**config.mk**
```make
export PLATFORM = sky130hd
export DESIGN_NAME = sd_spi_command_transaction
export DESIGN_NICKNAME = d
export VERILOG_FILES = /design/src/sdspi_pkg.sv /design/src/sdspi_regs.sv /design/src/sdspi_in_stage.sv /design/src/sdspi_engine.sv /design/src/sdspi_out_stage.sv /design/src/sd_spi_command_transaction.sv
export SDC_FILE = /design/constraint.sdc
export NUM_CORES = 1
export LEC_CHECK = 0
export ABC_AREA = 0
export BUFFER_PORTS_ARGS = -buffer_cell sky130_fd_sc_hd__buf_2
export CORE_MARGIN = 3
export CORE_UTILIZATION = 45
export DETAILED_ROUTE_END_ITERATION = 7
export GPL_ROUTABILITY_DRIVEN = 0
export PLACE_DENSITY = 0.71
export SETUP_SLACK_MARGIN = 0.15
export SLEW_MARGIN = 0
export SYNTH_ARGS = -nofsm -noshare
export SYNTH_HDL_FRONTEND = slang
export SYNTH_SLANG_ARGS = --single-unit
```
**constraint.sdc**
```tcl
create_clock -name clk -period 4.3 [get_ports clk]
set_clock_uncertainty 0.05 [all_clocks]
set_input_delay 0.215 -clock clk [delete_from_list [all_inputs] [get_ports clk]]
set_output_delay 0.215 -clock clk [all_outputs]
set_load 0.05 [all_outputs]
```
**src/sdspi_pkg.sv**
```systemverilog
// Shared types, codes and CRC helpers for the SD SPI-mode command transaction.
// No dependencies; imported by every module of the block.
`default_nettype none

package sdspi_pkg;

  localparam int MAX_BLOCK = 512;
  localparam int LEN_W     = $clog2(MAX_BLOCK + 1);
  localparam int CMD_BYTES = 5;
  localparam int EXT_BYTES = 4;

  localparam logic KIND_START = 1'b0;
  localparam logic KIND_BYTE  = 1'b1;

  localparam logic [1:0] RT_R1 = 2'd0;
  localparam logic [1:0] RT_R2 = 2'd1;
  localparam logic [1:0] RT_R7 = 2'd2;

  localparam logic [2:0] ST_OK        = 3'd0;
  localparam logic [2:0] ST_RESP_TOUT = 3'd1;
  localparam logic [2:0] ST_CARD_ERR  = 3'd2;
  localparam logic [2:0] ST_TOK_TOUT  = 3'd3;
  localparam logic [2:0] ST_CRC_ERR   = 3'd4;

  localparam logic [7:0] BYTE_POLL  = 8'hFF;
  localparam logic [7:0] BYTE_TOKEN = 8'hFE;
  localparam logic [7:0] R1_IDLE    = 8'h01;
  localparam logic [7:0] R1_ERRMASK = 8'hFE;
  localparam logic [1:0] CMD_START  = 2'b01;
  localparam logic [7:0] CRC7_POLY  = 8'h89;
  localparam logic [15:0] CRC16_POLY = 16'h1021;

  localparam logic [15:0] RESP_TRIES_RST = 16'd1000;
  localparam logic [15:0] TOK_TRIES_RST  = 16'd20000;
  localparam logic [3:0]  TRAIL_RST      = 4'd8;

  localparam logic [1:0] REG_RESP_TRIES = 2'd0;
  localparam logic [1:0] REG_TOK_TRIES  = 2'd1;
  localparam logic [1:0] REG_TRAIL      = 2'd2;

  typedef enum logic [9:0] {
    PH_IDLE  = 10'b00_0000_0001,
    PH_CMD   = 10'b00_0000_0010,
    PH_RESP  = 10'b00_0000_0100,
    PH_R2B   = 10'b00_0000_1000,
    PH_EXT   = 10'b00_0001_0000,
    PH_TOKEN = 10'b00_0010_0000,
    PH_DATA  = 10'b00_0100_0000,
    PH_CRCHI = 10'b00_1000_0000,
    PH_CRCLO = 10'b01_0000_0000,
    PH_TRAIL = 10'b10_0000_0000
  } phase_t;

  typedef struct packed {
    logic        kind;
    logic [5:0]  cmd_index;
    logic [31:0] cmd_arg;
    logic [1:0]  resp_type;
    logic        read_block;
    logic [9:0]  data_len;
    logic [7:0]  rx_byte;
  } req_t;

  typedef struct packed {
    logic        tx_valid;
    logic [7:0]  tx_byte;
    logic        cs_active;
    logic        data_valid;
    logic [7:0]  data_byte;
    logic        done_res;
    logic [2:0]  status;
    logic [7:0]  r1_value;
    logic [31:0] resp_ext;
  } res_t;

  typedef struct packed {
    logic [15:0] response_tries;
    logic [15:0] token_tries;
    logic [3:0]  trailing_dummies;
  } cfg_t;

  // CRC7 over one byte, MSB first; result kept left-aligned (bit 0 zero)
  function automatic logic [7:0] crc7_upd(input logic [7:0] acc, input logic [7:0] b);
    logic [7:0] t;
    t = acc ^ b;
    for (int i = 0; i < 8; i++) begin
      if (t[7]) t = t ^ CRC7_POLY;
      t = {t[6:0], 1'b0};
    end
    return t;
  endfunction

  // CRC16-CCITT, init 0, one byte MSB first
  function automatic logic [15:0] crc16_upd(input logic [15:0] acc, input logic [7:0] b);
    logic [15:0] c;
    c = acc ^ {b, 8'h00};
    for (int i = 0; i < 8; i++) begin
      c = c[15] ? ({c[14:0], 1'b0} ^ CRC16_POLY) : {c[14:0], 1'b0};
    end
    return c;
  endfunction

endpackage

`default_nettype wire

```
**src/sdspi_regs.sv**
```systemverilog
// APB-style configuration registers: response tries, token tries, trailing dummies.
// Depends on sdspi_pkg.
`default_nettype none

module sdspi_regs
  import sdspi_pkg::*;
(
  input  wire logic        clk,
  input  wire logic        rst_n,
  input  wire logic        psel,
  input  wire logic        penable,
  input  wire logic        pwrite,
  input  wire logic [3:0]  paddr,
  input  wire logic [31:0] pwdata,
  output logic [31:0]      prdata,
  output cfg_t             cfg
);

  cfg_t cfg_r;
  logic wr_en;

  assign wr_en = psel & penable & pwrite;

  always_ff @(posedge clk) begin
    if (!rst_n) begin
      cfg_r.response_tries   <= RESP_TRIES_RST;
      cfg_r.token_tries      <= TOK_TRIES_RST;
      cfg_r.trailing_dummies <= TRAIL_RST;
    end else if (wr_en) begin
      case (paddr[3:2])
        REG_RESP_TRIES: cfg_r.response_tries   <= pwdata[15:0];
        REG_TOK_TRIES:  cfg_r.token_tries      <= pwdata[15:0];
        REG_TRAIL:      cfg_r.trailing_dummies <= pwdata[3:0];
        default: ;
      endcase
    end
  end

  always_comb begin
    case (paddr[3:2])
      REG_RESP_TRIES: prdata = {16'h0000, cfg_r.response_tries};
      REG_TOK_TRIES:  prdata = {16'h0000, cfg_r.token_tries};
      REG_TRAIL:      prdata = {28'h0000000, cfg_r.trailing_dummies};
      default:        prdata = 32'h0000_0000;
    endcase
  end

  assign cfg = cfg_r;

endmodule

`default_nettype wire

```
**src/sdspi_in_stage.sv**
```systemverilog
// Input register stage: holds one accepted item until the engine consumes it.
// Depends on sdspi_pkg.
`default_nettype none

module sdspi_in_stage
  import sdspi_pkg::*;
(
  input  wire logic clk,
  input  wire logic rst_n,
  input  wire logic in_valid,
  output logic      in_ready,
  input  wire req_t in_req,
  input  wire logic take,
  output logic      req_valid,
  output req_t      req
);

  logic valid_r;
  req_t req_r;

  assign in_ready  = !valid_r || take;
  assign req_valid = valid_r;
  assign req       = req_r;

  always_ff @(posedge clk) begin
    if (!rst_n) begin
      valid_r <= 1'b0;
    end else if (in_ready) begin
      valid_r <= in_valid;
    end
  end

  always_ff @(posedge clk) begin
    if (in_ready && in_valid) begin
      req_r <= in_req;
    end
  end

endmodule

`default_nettype wire

```
**src/sdspi_engine.sv**
```systemverilog
// Transaction engine: phase state plus one byte-exchange step of next-state logic.
// Depends on sdspi_pkg (types, codes, CRC helpers).
`default_nettype none

module sdspi_engine
  import sdspi_pkg::*;
(
  input  wire logic clk,
  input  wire logic rst_n,
  input  wire logic step,
  input  wire req_t req,
  input  wire cfg_t cfg,
  output res_t      res
);

  phase_t            phase_r, phase_nxt;
  logic [LEN_W-1:0]  bc_r, bc_nxt, bc_inc;
  logic [15:0]       tries_r, tries_nxt;
  logic [7:0]        crc7_r, crc7_nxt;
  logic [15:0]       crc16_r, crc16_nxt;
  logic [31:0]       arg_r, arg_nxt;
  logic [7:0]        resp_r, resp_nxt;
  logic [31:0]       ext_r, ext_nxt;
  logic [7:0]        crchi_r, crchi_nxt;
  logic [1:0]        rtype_r, rtype_nxt;
  logic              rdblk_r, rdblk_nxt;
  logic [9:0]        len_r, len_nxt;
  logic [2:0]        status_r, status_nxt;
  logic [LEN_W-1:0]  eff_len;
  logic [7:0]        frame_byte;
  logic [7:0]        rx;
  logic go_poll, go_finish, go_trail, go_resp_done;

  assign rx     = req.rx_byte;
  assign bc_inc = bc_r + LEN_W'(1);
  assign eff_len = (32'(len_r) > MAX_BLOCK) ? LEN_W'(MAX_BLOCK) : LEN_W'(len_r);

  always_comb begin
    case (bc_inc[2:0])
      3'd1:    frame_byte = arg_r[31:24];
      3'd2:    frame_byte = arg_r[23:16];
      3'd3:    frame_byte = arg_r[15:8];
      default: frame_byte = arg_r[7:0];
    endcase
  end

  always_comb begin
    phase_nxt  = phase_r;
    bc_nxt     = bc_r;
    tries_nxt  = tries_r;
    crc7_nxt   = crc7_r;
    crc16_nxt  = crc16_r;
    arg_nxt    = arg_r;
    resp_nxt   = resp_r;
    ext_nxt    = ext_r;
    crchi_nxt  = crchi_r;
    rtype_nxt  = rtype_r;
    rdblk_nxt  = rdblk_r;
    len_nxt    = len_r;
    status_nxt = status_r;
    res        = '0;
    go_poll      = 1'b0;
    go_finish    = 1'b0;
    go_trail     = 1'b0;
    go_resp_done = 1'b0;

    if (req.kind == KIND_START) begin
      arg_nxt    = req.cmd_arg;
      crc7_nxt   = crc7_upd(8'h00, {CMD_START, req.cmd_index});
      rtype_nxt  = req.resp_type;
      rdblk_nxt  = req.read_block;
      len_nxt    = req.data_len;
      resp_nxt   = BYTE_POLL;
      ext_nxt    = '0;
      crchi_nxt  = '0;
      crc16_nxt  = '0;
      status_nxt = ST_OK;
      bc_nxt     = '0;
      tries_nxt  = '0;
      phase_nxt  = PH_CMD;
      res.tx_valid  = 1'b1;
      res.tx_byte   = {CMD_START, req.cmd_index};
      res.cs_active = 1'b1;
    end else begin
      case (phase_r)
        PH_CMD: begin
          bc_nxt = bc_inc;
          if (bc_inc < LEN_W'(CMD_BYTES)) begin
            crc7_nxt      = crc7_upd(crc7_r, frame_byte);
            res.tx_valid  = 1'b1;
            res.tx_byte   = frame_byte;
            res.cs_active = 1'b1;
          end else if (bc_inc == LEN_W'(CMD_BYTES)) begin
            res.tx_valid  = 1'b1;
            res.tx_byte   = crc7_r | 8'h01;
            res.cs_active = 1'b1;
          end else begin
            tries_nxt = (cfg.response_tries == '0) ? '0 : cfg.response_tries - 16'd1;
            phase_nxt = PH_RESP;
            go_poll   = 1'b1;
          end
        end
        PH_RESP: begin
          if (!rx[7]) begin
            resp_nxt = rx;
            if (rtype_r == RT_R2) begin
              phase_nxt = PH_R2B;
              go_poll   = 1'b1;
            end else if (rtype_r == RT_R7 && rx == R1_IDLE) begin
              bc_nxt    = '0;
              phase_nxt = PH_EXT;
              go_poll   = 1'b1;
            end else begin
              go_resp_done = 1'b1;
            end
          end else if (tries_r == '0) begin
            resp_nxt   = BYTE_POLL;
            status_nxt = ST_RESP_TOUT;
            if (rdblk_r) go_finish = 1'b1;
            else         go_trail  = 1'b1;
          end else begin
            tries_nxt = tries_r - 16'd1;
            go_poll   = 1'b1;
          end
        end
        PH_R2B: begin
          ext_nxt      = {24'h000000, rx};
          go_resp_done = 1'b1;
        end
        PH_EXT: begin
          ext_nxt = {ext_r[23:0], rx};
          bc_nxt  = bc_inc;
          if (bc_inc >= LEN_W'(EXT_BYTES)) go_resp_done = 1'b1;
          else                            go_poll      = 1'b1;
        end
        PH_TOKEN: begin
          if (rx == BYTE_TOKEN) begin
            bc_nxt    = '0;
            crc16_nxt = '0;
            phase_nxt = (eff_len == '0) ? PH_CRCHI : PH_DATA;
            go_poll   = 1'b1;
          end else if (tries_r == '0) begin
            status_nxt = ST_TOK_TOUT;
            go_trail   = 1'b1;
          end else begin
            tries_nxt = tries_r - 16'd1;
            go_poll   = 1'b1;
          end
        end
        PH_DATA: begin
          crc16_nxt = crc16_upd(crc16_r, rx);
          bc_nxt    = bc_inc;
          if (bc_inc >= eff_len) phase_nxt = PH_CRCHI;
          res.data_valid = 1'b1;
          res.data_byte  = rx;
          go_poll        = 1'b1;
        end
        PH_CRCHI: begin
          crchi_nxt = rx;
          phase_nxt = PH_CRCLO;
          go_poll   = 1'b1;
        end
        PH_CRCLO: begin
          if ({crchi_r, rx} != crc16_r) status_nxt = ST_CRC_ERR;
          go_trail = 1'b1;
        end
        PH_TRAIL: begin
          if (bc_r == '0) begin
            go_finish = 1'b1;
          end else begin
            bc_nxt  = bc_r - LEN_W'(1);
            go_poll = 1'b1;
          end
        end
        default: begin
          // byte with no transaction open: empty result
          phase_nxt = PH_IDLE;
        end
      endcase
    end

    // response complete: either trail out, abort on card error, or hunt the token
    if (go_resp_done) begin
      if (!rdblk_r) begin
        go_trail = 1'b1;
      end else if ((resp_nxt & R1_ERRMASK) != 8'h00) begin
        status_nxt = ST_CARD_ERR;
        go_finish  = 1'b1;
      end else begin
        tries_nxt = (cfg.token_tries == '0) ? '0 : cfg.token_tries - 16'd1;
        phase_nxt = PH_TOKEN;
        go_poll   = 1'b1;
      end
    end

    if (go_trail) begin
      if (cfg.trailing_dummies == '0) begin
        go_finish = 1'b1;
      end else begin
        bc_nxt    = LEN_W'(cfg.trailing_dummies) - LEN_W'(1);
        phase_nxt = PH_TRAIL;
        go_poll   = 1'b1;
      end
    end

    if (go_poll) begin
      res.tx_valid  = 1'b1;
      res.tx_byte   = BYTE_POLL;
      res.cs_active = 1'b1;
    end

    if (go_finish) begin
      phase_nxt    = PH_IDLE;
      res.done_res = 1'b1;
      res.status   = status_nxt;
      res.r1_value = resp_nxt;
      res.resp_ext = ext_nxt;
    end
  end

  always_ff @(posedge clk) begin
    if (!rst_n) begin
      phase_r  <= PH_IDLE;
      bc_r     <= '0;
      tries_r  <= '0;
      crc7_r   <= '0;
      crc16_r  <= '0;
      arg_r    <= '0;
      resp_r   <= BYTE_POLL;
      ext_r    <= '0;
      crchi_r  <= '0;
      rtype_r  <= '0;
      rdblk_r  <= 1'b0;
      len_r    <= '0;
      status_r <= ST_OK;
    end else if (step) begin
      phase_r  <= phase_nxt;
      bc_r     <= bc_nxt;
      tries_r  <= tries_nxt;
      crc7_r   <= crc7_nxt;
      crc16_r  <= crc16_nxt;
      arg_r    <= arg_nxt;
      resp_r   <= resp_nxt;
      ext_r    <= ext_nxt;
      crchi_r  <= crchi_nxt;
      rtype_r  <= rtype_nxt;
      rdblk_r  <= rdblk_nxt;
      len_r    <= len_nxt;
      status_r <= status_nxt;
    end
  end

endmodule

`default_nettype wire

```
**src/sdspi_out_stage.sv**
```systemverilog
// Result register: holds one result item until the downstream side takes it.
// Depends on sdspi_pkg.
`default_nettype none

module sdspi_out_stage
  import sdspi_pkg::*;
(
  input  wire logic clk,
  input  wire logic rst_n,
  input  wire logic load,
  input  wire res_t res_in,
  output logic      can_load,
  output logic      out_valid,
  input  wire logic out_ready,
  output res_t      res_out
);

  logic valid_r;
  res_t res_r;

  assign can_load  = !valid_r || out_ready;
  assign out_valid = valid_r;
  assign res_out   = res_r;

  always_ff @(posedge clk) begin
    if (!rst_n) begin
      valid_r <= 1'b0;
    end else if (can_load) begin
      valid_r <= load;
    end
  end

  always_ff @(posedge clk) begin
    if (load) begin
      res_r <= res_in;
    end
  end

endmodule

`default_nettype wire

```
**src/sd_spi_command_transaction.sv**
```systemverilog
// Top level of the SD SPI-mode command transaction (host side, one byte per item).
// Depends on sdspi_pkg, sdspi_regs, sdspi_in_stage, sdspi_engine, sdspi_out_stage.
//
//  Channel  | Handshake              | Payload
//  ---------+------------------------+-----------------------------------------
//  in_      | in_tvalid / in_tready  | tdata: request fields, tuser: kind
//  out_     | out_tvalid / out_tready| tdata: result fields, tlast: done
//  cfg_     | APB psel/penable       | 3 registers at byte addresses 0, 4, 8
//
// One item per cycle sustained while the output is not stalled. Each item sits in
// the input register until a single step of the transaction engine writes the
// result register, which raises out_tvalid; the result is taken when out_tready
// is high. A stalled output holds its result while the input register still
// takes one more item. Reset (rst_n low, synchronous) clears the phase to idle
// and loads the register defaults
// (1000 response tries, 20000 token tries, 8 trailing dummies).
`default_nettype none

module sd_spi_command_transaction
  import sdspi_pkg::*;
(
  input  wire logic        clk,
  input  wire logic        rst_n,
  // input items
  input  wire logic        in_tvalid,
  output logic             in_tready,
  // [5:0] cmd_index, [37:6] cmd_arg, [39:38] resp_type, [40] read_block,
  // [50:41] data_len, [58:51] rx_byte, [63:59] zero
  input  wire logic [63:0] in_tdata,
  // [0] kind: 0 start command, 1 received byte
  input  wire logic        in_tuser,
  // result items
  output logic             out_tvalid,
  input  wire logic        out_tready,
  // [0] tx_valid, [8:1] tx_byte, [9] cs_active, [10] data_valid, [18:11] data_byte,
  // [21:19] status, [29:22] r1_value, [61:30] resp_ext, [63:62] zero
  output logic [63:0]      out_tdata,
  output logic             out_tlast,   // done_res
  // configuration
  input  wire logic        cfg_psel,
  input  wire logic        cfg_penable,
  input  wire logic        cfg_pwrite,
  input  wire logic [3:0]  cfg_paddr,
  input  wire logic [31:0] cfg_pwdata,
  output logic [31:0]      cfg_prdata,
  output logic             cfg_pready
);

  cfg_t cfg;
  req_t in_req, req;
  res_t eng_res, res_q;
  logic req_valid, can_load, step;

  assign cfg_pready = 1'b1;

  // unpack the input item
  assign in_req.kind       = in_tuser;
  assign in_req.cmd_index  = in_tdata[5:0];
  assign in_req.cmd_arg    = in_tdata[37:6];
  assign in_req.resp_type  = in_tdata[39:38];
  assign in_req.read_block = in_tdata[40];
  assign in_req.data_len   = in_tdata[50:41];
  assign in_req.rx_byte    = in_tdata[58:51];

  // engine advances whenever an item is waiting and the result slot is free
  assign step = req_valid && can_load;

  sdspi_regs u_regs (
    .clk     (clk),
    .rst_n   (rst_n),
    .psel    (cfg_psel),
    .penable (cfg_penable),
    .pwrite  (cfg_pwrite),
    .paddr   (cfg_paddr),
    .pwdata  (cfg_pwdata),
    .prdata  (cfg_prdata),
    .cfg     (cfg)
  );

  sdspi_in_stage u_in (
    .clk       (clk),
    .rst_n     (rst_n),
    .in_valid  (in_tvalid),
    .in_ready  (in_tready),
    .in_req    (in_req),
    .take      (step),
    .req_valid (req_valid),
    .req       (req)
  );

  sdspi_engine u_eng (
    .clk   (clk),
    .rst_n (rst_n),
    .step  (step),
    .req   (req),
    .cfg   (cfg),
    .res   (eng_res)
  );

  sdspi_out_stage u_out (
    .clk       (clk),
    .rst_n     (rst_n),
    .load      (step),
    .res_in    (eng_res),
    .can_load  (can_load),
    .out_valid (out_tvalid),
    .out_ready (out_tready),
    .res_out   (res_q)
  );

  // pack the result item
  assign out_tdata = {2'b00, res_q.resp_ext, res_q.r1_value, res_q.status,
                      res_q.data_byte, res_q.data_valid, res_q.cs_active,
                      res_q.tx_byte, res_q.tx_valid};
  assign out_tlast = res_q.done_res;

endmodule

`default_nettype wire

```
==> results.md, run 1 <==
- The worst register-to-register path begins at u_eng.phase_r[7].
- The max-cap violation count is 0.
- The die span in y is roughly 190 um.
- Row generation in the floorplan step produced between 60 and 70 rows.
- The clock passes through at most 3 buffers.
- The level count of the clock H-tree is 2.
- The via count of the first global-routing pass came to 13700.
- The final hold violation count came to 0.
- For this run the aggregate overflow at the end of global routing stands at 0.
- The beginning of the critical path is u_eng.phase_r[7].
- During synthesis, Yosys emitted a total of 0 warnings.
- Using the TritonRoute via totals, the vias-per-cell ratio works out to around 5.9.
- The initial antenna violation count is 0.
- The hold path startpoint is rst_n.
- The die extent in x is approximately 190 um.
- The category of the worst setup path launch point is a flip-flop.
- The required time of the critical path is approximately 4700 ps.
- The xor and xnor area share after synthesis is 5.51%.
- The root buffer cell chosen for the clock tree is clkbuf_16.
- The sum of routed wire length over all layers is roughly 46000 um.
- The wire length the detailed router placed on met1 is a little under 20000 um.
- The placement-stage worst setup slack is between 500 and 600 ps.
- The share of the synthesized area in compound gates (AO/OA/AOI/OAI) is between 15 and 20%.
- Counting flops and latches in the post-synthesis netlist gives roughly 320.
- The worst setup path endpoint is u_eng.tries_r[8].
- The routed design could run at a clock period as short as a little under 4000 ps.
- The worst setup path is of the reg -> reg kind.
- After synthesis the cells add up to around 16000 um2.
- The net total in the final layout is about 2100.
- Of all cell types, the one taking the most synthesized area is dfxtp_1.
- Dividing total power by cell area gives a power density of roughly 370 nW/um2.
- The register-to-register path setup slack is around 410 ps.
- The worst hold path belongs to the class in -> reg.
- The number of slew-limit violations in the final report was 0.
- At the end of the flow the core is filled with cells to ~55%.
- After detailed routing, the number of remaining DRC violations is 0.
- The area growth from synthesis to layout is 19.9%.
- The count of vias placed by the detailed router is roughly 15000.
- The arrival time at the worst endpoint is approximately 4300 ps.
- Setup violations remaining at the end of the flow were counted as 0.
- The number of primary I/O pins is ~210.
- The number of post-CTS setup repair buffers is 0.
- Clock tree synthesis inserted a total of 34 buffers.
- The routed design uses approximately 4100 um of met3 wire.
- The flow ran to the end, and the final reports show no timing, DRC or antenna violations.
- The floorplan step defined a die boundary enclosing 37900 um2.
- Signal routing reaches up to met4.
- The top cell type's share of synthesized area is roughly 24%.
- Once detail routing completed, the nets flagged for antenna violations numbered 0.
- The final critical path takes up ~90% of the cycle.
- The synthesized netlist devotes a little over a fifth of its cell area to simple gates.
- The post-layout worst setup margin is slightly above 400 ps.
- At the later pin of the worst-skew pair, clock insertion delay measures around 540 ps.
- The count of antenna diodes in the layout is 0.
- Adding up every negative setup slack in the final design gives 0 ps.
- VDD sags by at most approximately 0.33 mV.
- The worst flop-to-flop path endpoint is u_eng.tries_r[8].
- The share of async-settable or async-resettable flops after synthesis is 0%.
- The worst register-to-register path has a depth of 9.
- The fraction of layout instances using a drive strength above 1 is roughly 14%.
- The share of synthesized area spent on multiplexers is between 1.5 and 2%.
- After the first detailed-routing iteration, the DRC count stood at about 1500.
- The synthesized-area fraction occupied by adder cells is between 1.5 and 2%.
- Setup repair after global routing left no endpoint under its margin.
- The cell count after synthesis is 1797.
- The combinational family with the most area after synthesis is simple AND/OR/NAND/NOR gates.
- The total area inside the core boundary comes to 34800 um2.
- Yosys attributes the largest share of cell area to dfxtp_1 24%, edfxtp_1 23%, nand2_1 6.4%.
- The minimum hold slack is 77.6 ps.
- The placed wire-length estimate is 31300 um.
- The most used flip-flop cell after synthesis is dfxtp_1.
- The type of destination of the critical path is a flip-flop.
- TritonCTS built the clock tree.
- The peak clock frequency supported by timing is between 200 and 300 MHz.
- After detailed routing, the average wire length per cell comes to approximately 19 um.
- The initial cell density of the core is 46.0%.
- Yosys mapped a number of flops with a built-in enable equal to 122.
- The pre-antenna-repair detailed-routing pass consisted of 6 iterations.
- The wire length of the first global-routing pass is 74000 um.
- The post-synthesis sequential area ratio is 47.0%.
- The routed length on met2 is 20900 um.
- The normalized max-slew margin is approximately 28%.
- The standby leakage power is ~7.1 nW.
- The clock transition at the register clock pins on the worst setup and hold paths after CTS is approximately 60 ps.
- The global routing usage summed across all routing layers is between 20% and 30%.
- Along the worst path, the maximum fanout reaches 15.
- Entering global routing, the biggest net connects 63 pins.
- The actual transition at the worst max-transition pin is between 1000 and 1500 ps.
- Counting every sink on the clock net gives 315.
- The number of port buffers is 165.
- The mean post-synth cell area is a little under 9 um2.
- Counting distinct cell types in the post-synthesis netlist gives between 80 and 90.
==> where the power goes <==
part           total (mW)  internal, mW  leakage (nW)  switching (mW)
clock network        3.07          1.85         0.571            1.22
logic               0.804         0.266          3.82           0.538
registers            3.27          3.20          2.71          0.0690
==> metrics by stage <==
stage	instances	instance area, um2	power (mW)
after floorplan	1814	16100	3.86
after global placement	2342	17200	4.05
after detailed placement	2342	17200	4.07
after CTS	2483	19200	7.20
after global routing	2483	19200	7.39
final	2483	19200	7.14
==> final cells by class <==
| class | count | area [um2] |
|---|---|---|
| fill | 3126 | 15600 |
| multi-input combinational | 1336 | 7860 |
| sequential | 315 | 7530 |
| timing repair buffer | 287 | 1950 |
| clock buffer | 48 | 981 |
| tap | 455 | 569 |
| clock inverter | 14 | 204 |
| inverter | 28 | 109 |
==> critical path, stage by stage (launching register included) <==
cell,delay (ps)
dfxtp_1,460
or4_1,750
nor4_2,430
a31oi_1,190
a211o_1,370
or4_1,740
nor2_1,360
buf_4,220
a21oi_1,80
a21oi_1,150
==> kinds of logic (layout without fill, tap and decap cells) <==
group,count (synthesis),after routing
AOI/OAI and AO/OA,442,442
other,2,19
muxes,28,28
DFF,315,315
buffers and inverters,163,377
and+or+nand+nor,728,728
adders and majority gates,20,20
xor gates and xnor gates,99,99
==> registers in the layout, indices dropped and copies added, names as in the netlist <==
name             count
u_eng.arg_r         32
u_eng.phase_r       10
u_in.req_valid       1
u_out.out_valid      1
u_regs.cfg          36
u_eng.resp_r         8
u_eng.status_r       3
u_eng.tries_r       16
u_in.req            60
u_eng.rtype_r        2
u_eng.ext_r         32
u_eng.bc_r          10
u_eng.len_r         10
u_eng.crc16_r       16
u_eng.rdblk_r        1
u_eng.crc7_r         7
u_out.res_out       62
u_eng.crchi_r        8
==> placed cells by master, fill, tap and decap left out, types with 21 or more instances in the layout <==
cell type      instances
a21oi_1              140
a22oi_1               86
buf_2                165
buf_4                 42
clkbuf_16             37
dfxtp_1              193
dlygate4sd3_1         79
edfxtp_1             122
inv_1                 23
mux2i_1               27
nand2_1              274
nand3_1               38
nand4_1               21
nor2_1               196
nor3_1                48
nor4_1                26
o21ai_0               55
xnor2_1               41
xor2_1                57
==> Yosys cell counts (all sizes together) (8+ instances only) <==
cell and count:
xor2 57, o2bb2ai 10, dfxtp 193, nor2 197, nor4 30, buf 43
ha 20, nand2 274, or4 12, or3 11, nor3 49, clkbuf 92
edfxtp 122, a22oi 86, a31oi 17, nand4 22, o21ai 65, xnor2 41
o22ai 19, nand3 38, a21oi 140, and3 12, nand2b 10, inv 24
and4 8, nor2b 8, nor3b 8, and2 19, a222oi 8, mux2i 27
==> worst min-delay path by stage <==
| stage | end | slack (ps) | cells after the start |
|---|---|---|---|
| finish | u_regs.cfg[1] | 80 | 3 |
| detailed placement | u_in.req[42] | 340 | 1 |
| global route | u_regs.cfg[1] | 100 | 3 |
| floorplan | u_in.req[0] | 260 | 0 |
| CTS | u_regs.cfg[1] | 60 | 3 |
| global placement | u_in.req[50] | 340 | 1 |
==> metal layers <==
layer / GRT usage (%) / vias up
li1: - / 6913
met1: 32.0 / 6865
met2: 37.2 / 728
met3: 4.91 / 120
met4: 9.02 / 0
met5: 0 / -
==> timing repair <==
action	CTS	global route
gates resized for setup	0	1
hold buffers	79	0
endpoints found under the hold margin	98	0
setup endpoints to repair	0	1
Power figures use the tool's default switching activity.
==> run 2: changes to the inputs <==
--- a/config.mk
+++ b/config.mk
@@ -7,7 +7,7 @@
 export LEC_CHECK = 0
 export ABC_AREA = 0
 export BUFFER_PORTS_ARGS = -buffer_cell sky130_fd_sc_hd__buf_2
-export CORE_MARGIN = 3
+export CORE_MARGIN = 2
 export CORE_UTILIZATION = 45
 export DETAILED_ROUTE_END_ITERATION = 7
 export GPL_ROUTABILITY_DRIVEN = 0
@@ -16,4 +16,5 @@
 export SLEW_MARGIN = 0
 export SYNTH_ARGS = -nofsm -noshare
 export SYNTH_HDL_FRONTEND = slang
+export SYNTH_HIERARCHICAL = 1
 export SYNTH_SLANG_ARGS = --single-unit
==> run 2 against run 1 <==
The run now ends with DRC left. Largest cell class unchanged. Area after synthesis is 1.7% higher. Die area down 0.42%. Non-clock buffer count is 11 lower. First-iteration DRC count is 12% lower. Sequential power grew 2%. Sequential cell count rose by 1.
==> results.md, run 2 <==
- The total power draw is 7.54 mW (was 7.14 mW).
- The peak clock frequency supported by timing is 272 MHz (was 257 MHz).
- Main area contributors after synthesis: dfxtp_1 24%, edfxtp_1 23%, nand2_1 5.4% (was dfxtp_1 24%, edfxtp_1 23%, nand2_1 6.4%).
- The largest net degree at the start of global routing was 73 (was 63).
- The type of destination of the critical path is a flip-flop (unchanged).
- The final period utilization is 85.4% (was 90.4%).
- The placed wire-length estimate was 29400 um (was 31300 um).
- The max-cap violation count came to 0 (unchanged).
- The initial cell density of the core is 45.8% (was 46.0%).
- The area growth from synthesis to layout is 19.0% (was 19.9%).
- The count of unresolved DRC violations after routing is 1 (was 0).
- The required time of the critical path is 4430 ps (was 4720 ps).
- The normalized max-slew margin is 19.6% (was 27.6%).
- The die span in y is 194 um (was 195 um).
- The net total in the final layout is 2084 (was 2130).
- The mean post-synth cell area is 9.23 um2 (was 8.91 um2).
- The worst flop-to-flop path endpoint is u_out/res_out[53] (was u_eng.tries_r[8]).
- The hold path startpoint is cfg_pwdata[5] (was rst_n).
- The number of flip-flops in the largest register is 63 (was 62).
- The number of enable flip-flop cells after synthesis is 123 (was 122).
- The cell count after synthesis is 1764 (was 1797).
- The number of clock sinks seen by CTS came to 316 (was 315).
- The CTS tree is yes (unchanged).
- The clock latency on the worst-skew pair is 530 ps (was 540 ps).
- The critical setup path kind is reg -> reg (unchanged).
- The share of async-settable or async-resettable flops after synthesis came to 0% (unchanged).
- The most frequently used flop master after synthesis is dfxtp_1 (unchanged).
- The clock transition at the register clock pins on the worst setup and hold paths after CTS is 60 ps (about the same).
- Run status: finished with violations (was finished clean).
- The top cell type's share of synthesized area came to 23.7% (was 24.1%).
- The number of slew-limit violations in the final report was 0 (unchanged).
- The share of total power in sequential cells is 44.0% (was 45.8%).
- The remaining global-route overflow is 0 (unchanged).
- The wire length of the first global-routing pass is 70900 um (was 74000 um).
- The die extent in x was 194 um (was 195 um).
- The cell area power density came to 389 nW/um2 (was 372 nW/um2).
- The class of the tightest hold or removal check is in -> reg (unchanged).
- The post-CTS resize count is 0 (unchanged).
- The category of the worst setup path launch point is a flip-flop (unchanged).
- The actual transition at the worst max-transition pin is 1200 ps (was 1080 ps).
- The count of antenna diodes in the layout is 0 (unchanged).
- The number of primary I/O pins came to 208 (unchanged).
- The leading cell type in the layout, fill and taps excluded is nand2_1 (unchanged).
- The checks that failed: DRC.
- The area of the core is 35600 um2 (was 34800 um2).
- The via count of the first global-routing pass is 13500 (was 13700).
- The root cell of the clock tree was clkbuf_16 (unchanged).
- The area of the mapped netlist was 16300 um2 (was 16000 um2).
- The arrival time at the worst endpoint is 3810 ps (was 4300 ps).
- The number of optimization iterations in the first detailed-route pass was 8 (was 6).
- The combinational share of power is 12.1% (was 11.3%).
- The endpoint of the worst hold-timing path is u_regs/cfg[9] (was u_regs.cfg[1]).
- Synth cell count leaders: 234 x nand2_1, 193 x dfxtp_1, 176 x nor2_1 (was 274 x nand2_1, 197 x nor2_1, 193 x dfxtp_1).
- The count of vias placed by the detailed router is 14200 (was 14600).
- The fraction of layout instances using a drive strength above 1 is 15.5% (was 14.0%).
- The sum of routed wire length over all layers was 44000 um (was 46100 um).
- The setup TNS is 0 ps (unchanged).
- The initial antenna violation count came to 0 (unchanged).
- The number of routed nets with antenna violations came to 0 (unchanged).
- The fraction of power spent switching nets came to 25.9% (was 25.5%).
- The level count of the clock H-tree is 2 (unchanged).
- The post-synthesis sequential area ratio is 46.4% (was 47.0%).
- Most used cells in the layout excluding fill and tap cells: 234 x nand2_1, 193 x dfxtp_1, 174 x nor2_1 (was 274 x nand2_1, 196 x nor2_1, 193 x dfxtp_1).
- The register-to-register path setup slack is 630 ps (was 410 ps).
- The number of DRC violations after detailed-routing iteration 0 came to 1341 (was 1525).
- The internal power summed over all cells came to 5.59 mW (was 5.32 mW).
- The maximum fanout count along the critical path is 10 (was 15).
- The buffer levels on the longest clock path is 3 (unchanged).
- The ratio of routed vias to standard cells is 5.83 (was 5.89).
- The post-layout worst setup margin was 627 ps (was 415 ps).
- The hold path depth was 3 (unchanged).
- The minimum hold slack is 71.1 ps (was 77.6 ps).
- The global routing usage summed across all routing layers is 22.6% (was 23.6%).
- The most area-hungry cell type in the Yosys netlist is dfxtp_1 (unchanged).
- The total of flip-flops plus latches after synthesis came to 316 (was 315).
- The standby leakage power came to 7.12 nW (was 7.09 nW).
- The cell depth of the worst flop-to-flop path is 8 (was 9).
- The number of port buffers is 165 (unchanged).
- The placement-stage worst setup slack is 703 ps (was 501 ps).
- The reg-to-reg critical path startpoint is u_in/req[1] (was u_eng.phase_r[7]).
- The warning count from the yosys run is 6 (was 0).
- The number of standard cells in the layout, taps in and fillers out is 2444 (was 2483).
- The final hold violation count came to 0 (unchanged).
- The area enclosed by the die boundary is 37700 um2 (was 37900 um2).
- The proportion of power drawn by the clock network is 43.8% (was 43.0%).
- The number of rows in the core area is 69 (was 68).
- The worst IR drop on VDD was 0.345 mV (was 0.335 mV).
- The final critical-path required period came to 3670 ps (was 3890 ps).
- The routed length per placed instance was 18.0 um (was 18.6 um).
- The net switching power is 1.95 mW (was 1.82 mW).
- The placed instance count is 2303 (was 2342).
- Setup repair after global routing missed its margin: false (unchanged).
- The count of different cell masters after synthesis is 94 (was 84).
- The cell with the most instances after synthesis was nand2_1 (unchanged).
- The number of failing setup endpoints in the final timing report is 0 (unchanged).
- The number of buffers added by the clock tree synthesis step is 35 (was 34).
==> run 2: cell types whose count changed after synthesis, sizes merged, moves of 9 or more <==
cell / delta
mux2i: +36
o31ai: +9
a31oi: +13
a21oi: -21
a22oi: -16
xor2: -14
nor2: -19
nand2: -40
nor2b: +13
xnor2: +16
==> run 2: repair_timing <==
item	CTS	global route
endpoints found under the hold margin	93	0
hold buffers	77	0
buffers inserted	0	0
==> run 2: worst max-delay path by stage <==
stage	startpoint	end	slack, ps	cells past startpoint
floorplan	u_out/out_valid	u_in/req[0]	600	4
global placement	u_in/req[1]	u_out/res_out[53]	740	8
detailed placement	u_in/req[1]	u_out/res_out[53]	700	8
CTS	u_in/req[1]	u_out/res_out[53]	680	8
global route	u_eng/bc_r[0]	u_out/res_out[53]	450	9
finish	u_in/req[1]	u_out/res_out[53]	630	8
==> run 2: logic make-up (layout without fill, tap and decap cells) <==
| kind of cell | Yosys count | after routing | share of synthesized area, % |
|---|---|---|---|
| buf+inv | 168 | 371 | 5.04 |
| simple gates | 663 | 663 | 19.8 |
| fa+ha+maj | 20 | 20 | 1.54 |
| flops | 316 | 316 | 46.4 |
| mux | 66 | 66 | 4.08 |
| compound gates | 428 | 428 | 17.7 |
| other cells | 3 | 19 | 0.0691 |
| xor+xnor | 100 | 100 | 5.38 |
==> run 2: routing by layer <==
layer | vias to the layer above | global-route usage [%] | part of all wire, %
met5 | - | 0 | 0
met4 | 0 | 8.22 | 2.9
met3 | 105 | 3.97 | 7.4
met2 | 631 | 36.5 | 47
met1 | 6756 | 30.6 | 43
li1 | 6748 | - | -
==> run 2: layout make-up <==
| type | count | area [um2] |
|---|---|---|
| fill | 3153 | 16200 |
| tap | 461 | 577 |
| sequential | 316 | 7560 |
| inverter | 31 | 118 |
| timing repair buffer | 276 | 1850 |
| multi-input combinational | 1296 | 7980 |
| clock buffer | 46 | 978 |
| clock inverter | 18 | 320 |
==> run 2: critical path, cell delays in order, from the launching register on <==
cell and delay [ps]:
edfxtp_1 600, or4_4 580, or4_4 550, a31oi_4 230, nor2_2 90, a211oi_4 280, nor2_1 170, nor3_4 520
nand3_1 260
==> run 2: power by group through the flow <==
stage / Sequential, mW / Clock (mW) / Combinational [mW]
2_1_floorplan: 3.47 / 0 / 0.536
3_3_place_gp: 3.38 / 0 / 0.832
3_5_place_dp: 3.38 / 0 / 0.843
4_1_cts: 3.32 / 3.36 / 0.903
5_1_grt: 3.33 / 3.49 / 0.989
6_report: 3.32 / 3.31 / 0.916
==> run 2: metrics by stage <==
stage	util, %	instance area, um2
after floorplan	-	16300
after global placement	48.7	17300
after detailed placement	48.7	17300
after CTS	54.5	19400
after global routing	54.5	19400
final	54.5	19400
==> run 3: changes to the inputs <==
--- a/config.mk
+++ b/config.mk
@@ -8,10 +8,10 @@
 export ABC_AREA = 0
 export BUFFER_PORTS_ARGS = -buffer_cell sky130_fd_sc_hd__buf_2
 export CORE_MARGIN = 2
-export CORE_UTILIZATION = 45
+export CORE_UTILIZATION = 55
 export DETAILED_ROUTE_END_ITERATION = 7
 export GPL_ROUTABILITY_DRIVEN = 0
-export PLACE_DENSITY = 0.71
+export PLACE_DENSITY = 0.82
 export SETUP_SLACK_MARGIN = 0.15
 export SLEW_MARGIN = 0
 export SYNTH_ARGS = -nofsm -noshare
==> run 3 against run 2 <==
The run now ends clean. Critical path depth up 2. Largest power group unchanged. Non-clock buffer count up 2. Count of clock-buffer cells in the layout up 2. Fmax down 3.1%. Sequential share of layout area up 0.46 points. First-iteration DRC count up 59%. Routed wire length about the same. Highest routed layer unchanged. Critical path type unchanged. Sequential power about the same. Sequential cell count unchanged. Register-to-register slack worse by 120 ps. Power down 4.0%. Hold slack better by 14 ps.
==> results.md, run 3 (same netlist as run 2, synthesis figures left out) <==
- The root cell of the clock tree was clkbuf_16 (unchanged).
- The clock transition at the register clock pins on the worst setup and hold paths after CTS came to 60 ps (about the same).
- The die extent in x came to 176 um (was 194 um).
- The via count of the first global-routing pass is 13700 (was 13500).
- The category of the worst setup path launch point is a flip-flop (unchanged).
- The global routing usage summed across all routing layers was 27.7% (was 22.6%).
- The multi-input logic area came to 7980 um2 (unchanged).
- The count of unresolved DRC violations after routing is 0 (was 1).
- The endpoint of the worst hold-timing path was u_regs/cfg[25] (was u_regs/cfg[9]).
- The fraction of layout instances using a drive strength above 1 was 15.4% (was 15.5%).
- The wire length of the first global-routing pass is 70100 um (was 70900 um).
- The final period utilization is 88.1% (was 85.4%).
- The remaining global-route overflow came to 0 (unchanged).
- The CTS tree was yes (unchanged).
- The normalized max-slew margin is 14.3% (was 19.6%).
- The type of destination of the critical path is a flip-flop (unchanged).
- The area of the core is 28900 um2 (was 35600 um2).
- The final critical-path required period was 3790 ps (was 3670 ps).
- The number of flip-flops in the largest register is 63 (unchanged).
- The ratio of routed vias to standard cells is 6.16 (was 5.83).
- The clock latency on the worst-skew pair came to 520 ps (was 530 ps).
- The standby leakage power is 7.06 nW (was 7.12 nW).
- The required time of the critical path is 4430 ps (about the same).
- The net total in the final layout is 2085 (was 2084).
- The setup TNS was 0 ps (unchanged).
- The number of routed nets with antenna violations is 0 (unchanged).
- Run status: finished clean (was finished with violations).
- The count of vias placed by the detailed router was 14600 (was 14200).
- The worst IR drop on VDD came to 0.354 mV (was 0.345 mV).
- The number of slew-limit violations in the final report is 0 (unchanged).
- The cell depth of the worst flop-to-flop path is 10 (was 8).
- The level count of the clock H-tree is 2 (unchanged).
- The max-cap violation count is 0 (unchanged).
- The area enclosed by the die boundary is 31000 um2 (was 37700 um2).
- The total power draw is 7.23 mW (was 7.54 mW).
- The post-CTS resize count is 0 (unchanged).
- The number of clock sinks seen by CTS is 316 (unchanged).
- The routed length per placed instance is 18.6 um (was 18.0 um).
- The reg-to-reg critical path startpoint is u_eng/tries_r[0] (was u_in/req[1]).
- The arrival time at the worst endpoint is 3920 ps (was 3810 ps).
- The die span in y was 176 um (was 194 um).
- The hold path depth is 3 (unchanged).
- The area growth from synthesis to layout is 17.6% (was 19.0%).
- The quantity of hold-fixing buffers added after cts is 77 (unchanged).
- The sum of routed wire length over all layers is 44000 um (about the same).
- The peak clock frequency supported by timing came to 264 MHz (was 272 MHz).
- The leading cell type in the layout, fill and taps excluded is nand2_1 (unchanged).
- The count of antenna diodes in the layout was 0 (unchanged).
- The cell area power density is 378 nW/um2 (was 389 nW/um2).
- Setup repair after global routing missed its margin: false (unchanged).
- The area of all placed cells without fillers is 19200 um2 (was 19400 um2).
- The initial cell density of the core came to 56.3% (was 45.8%).
- The number of port buffers is 165 (unchanged).
- The number of post-CTS setup repair buffers is 0 (unchanged).
- The worst flop-to-flop path endpoint is u_out/res_out[53] (unchanged).
- The number of DRC violations after detailed-routing iteration 0 was 2132 (was 1341).
- The critical setup path kind is reg -> reg (unchanged).
- The maximum fanout count along the critical path is 10 (unchanged).
- The number of primary I/O pins is 208 (unchanged).
- The number of rows in the core area is 62 (was 69).
- The hold path startpoint is cfg_pwdata[5] (unchanged).
- The actual transition at the worst max-transition pin is 1280 ps (was 1200 ps).
- The class of the tightest hold or removal check is in -> reg (unchanged).
- The number of filler instances in the final layout is 2243 (was 3153).
- The placed wire-length estimate is 28400 um (was 29400 um).
- The largest net degree at the start of global routing is 61 (was 73).
- The number of optimization iterations in the first detailed-route pass is 7 (was 8).
- Most used cells in the layout excluding fill and tap cells: 234 x nand2_1, 193 x dfxtp_1, 174 x nor2_1 (unchanged).
- The number of failing setup endpoints in the final timing report is 0 (unchanged).
- The final hold violation count is 0 (unchanged).
- The placed instance area came to 17200 um2 (was 17300 um2).
- The register-to-register path setup slack is 510 ps (was 630 ps).
- The area of all sequential standard cells is 7560 um2 (unchanged).
- The number of buffers added by the clock tree synthesis step is 34 (was 35).
- The buffer levels on the longest clock path is 3 (unchanged).
- The initial antenna violation count is 0 (unchanged).
[run 3: cell types whose count changed in the layout (fill, tap and decap cells not counted), sizes merged]
cell / before / now
clkinv: 10 / 8
clkbuf: 46 / 48
bufinv: 7 / 3
buf: 199 / 201
clkinvlp: 1 / 3
[run 3: worst max path at each step]
stage                           startpoint           endpoint  slack [ps]  cells past startpoint
after detailed placement  u_eng/phase_r[4]  u_out/res_out[20]         720                      9
final                     u_eng/tries_r[0]  u_out/res_out[53]         510                     10
after global routing         u_eng/bc_r[0]  u_out/res_out[53]         320                      9
after global placement       u_eng/bc_r[0]  u_out/res_out[23]         810                     10
after CTS                 u_eng/phase_r[4]  u_out/res_out[16]         650                      9
after floorplan            u_out/out_valid        u_in/req[0]         600                      4
[run 3: layout make-up]
class | count | share of cell area [%]
well taps | 384 | 2.51
multi-input cells | 1296 | 41.7
repair buffers | 278 | 9.74
inverters | 31 | 0.614
clock buffers | 48 | 5.14
flip-flops and latches | 316 | 39.4
clock inverters | 14 | 0.888
[run 3: worst max-delay path, stage by stage (launching register included)]
cell and delay (ps):
dfxtp_1 320, inv_1 90, ha_1 170, nand2b_1 220, nor3_1 690, and2_0 500
a21oi_1 120, nor4_1 280, a31oi_1 170, nor3_4 550, nand3_1 280
[run 3: power breakdown]
| group | internal (mW) | switching (mW) | total (mW) | leakage, nW |
|---|---|---|---|---|
| Combinational | 0.298 | 0.630 | 0.928 | 3.77 |
| Sequential | 3.23 | 0.0758 | 3.31 | 2.73 |
| Clock | 1.79 | 1.21 | 3.00 | 0.559 |
[run 3: stage by stage]
| step | hold WS [ps] | util (%) | worst slack, ps | instances |
|---|---|---|---|---|
| 2_1_floorplan | 264 | - | 605 | 1780 |
| 3_3_place_gp | 342 | 59.6 | 809 | 2228 |
| 3_5_place_dp | 343 | 59.6 | 717 | 2228 |
| 4_1_cts | 79.4 | 66.2 | 653 | 2367 |
| 5_1_grt | 81.5 | 66.2 | 321 | 2367 |
| 6_report | 84.8 | 66.2 | 511 | 2367 |
[run 3: routing by layer]
| metal | GRT usage [%] | part of all wire, % |
|---|---|---|
| met1 | 36.6 | 40 |
| met2 | 45.1 | 46 |
| met3 | 4.95 | 8.9 |
| met4 | 11.3 | 4.4 |
| met5 | 0 | 0 |
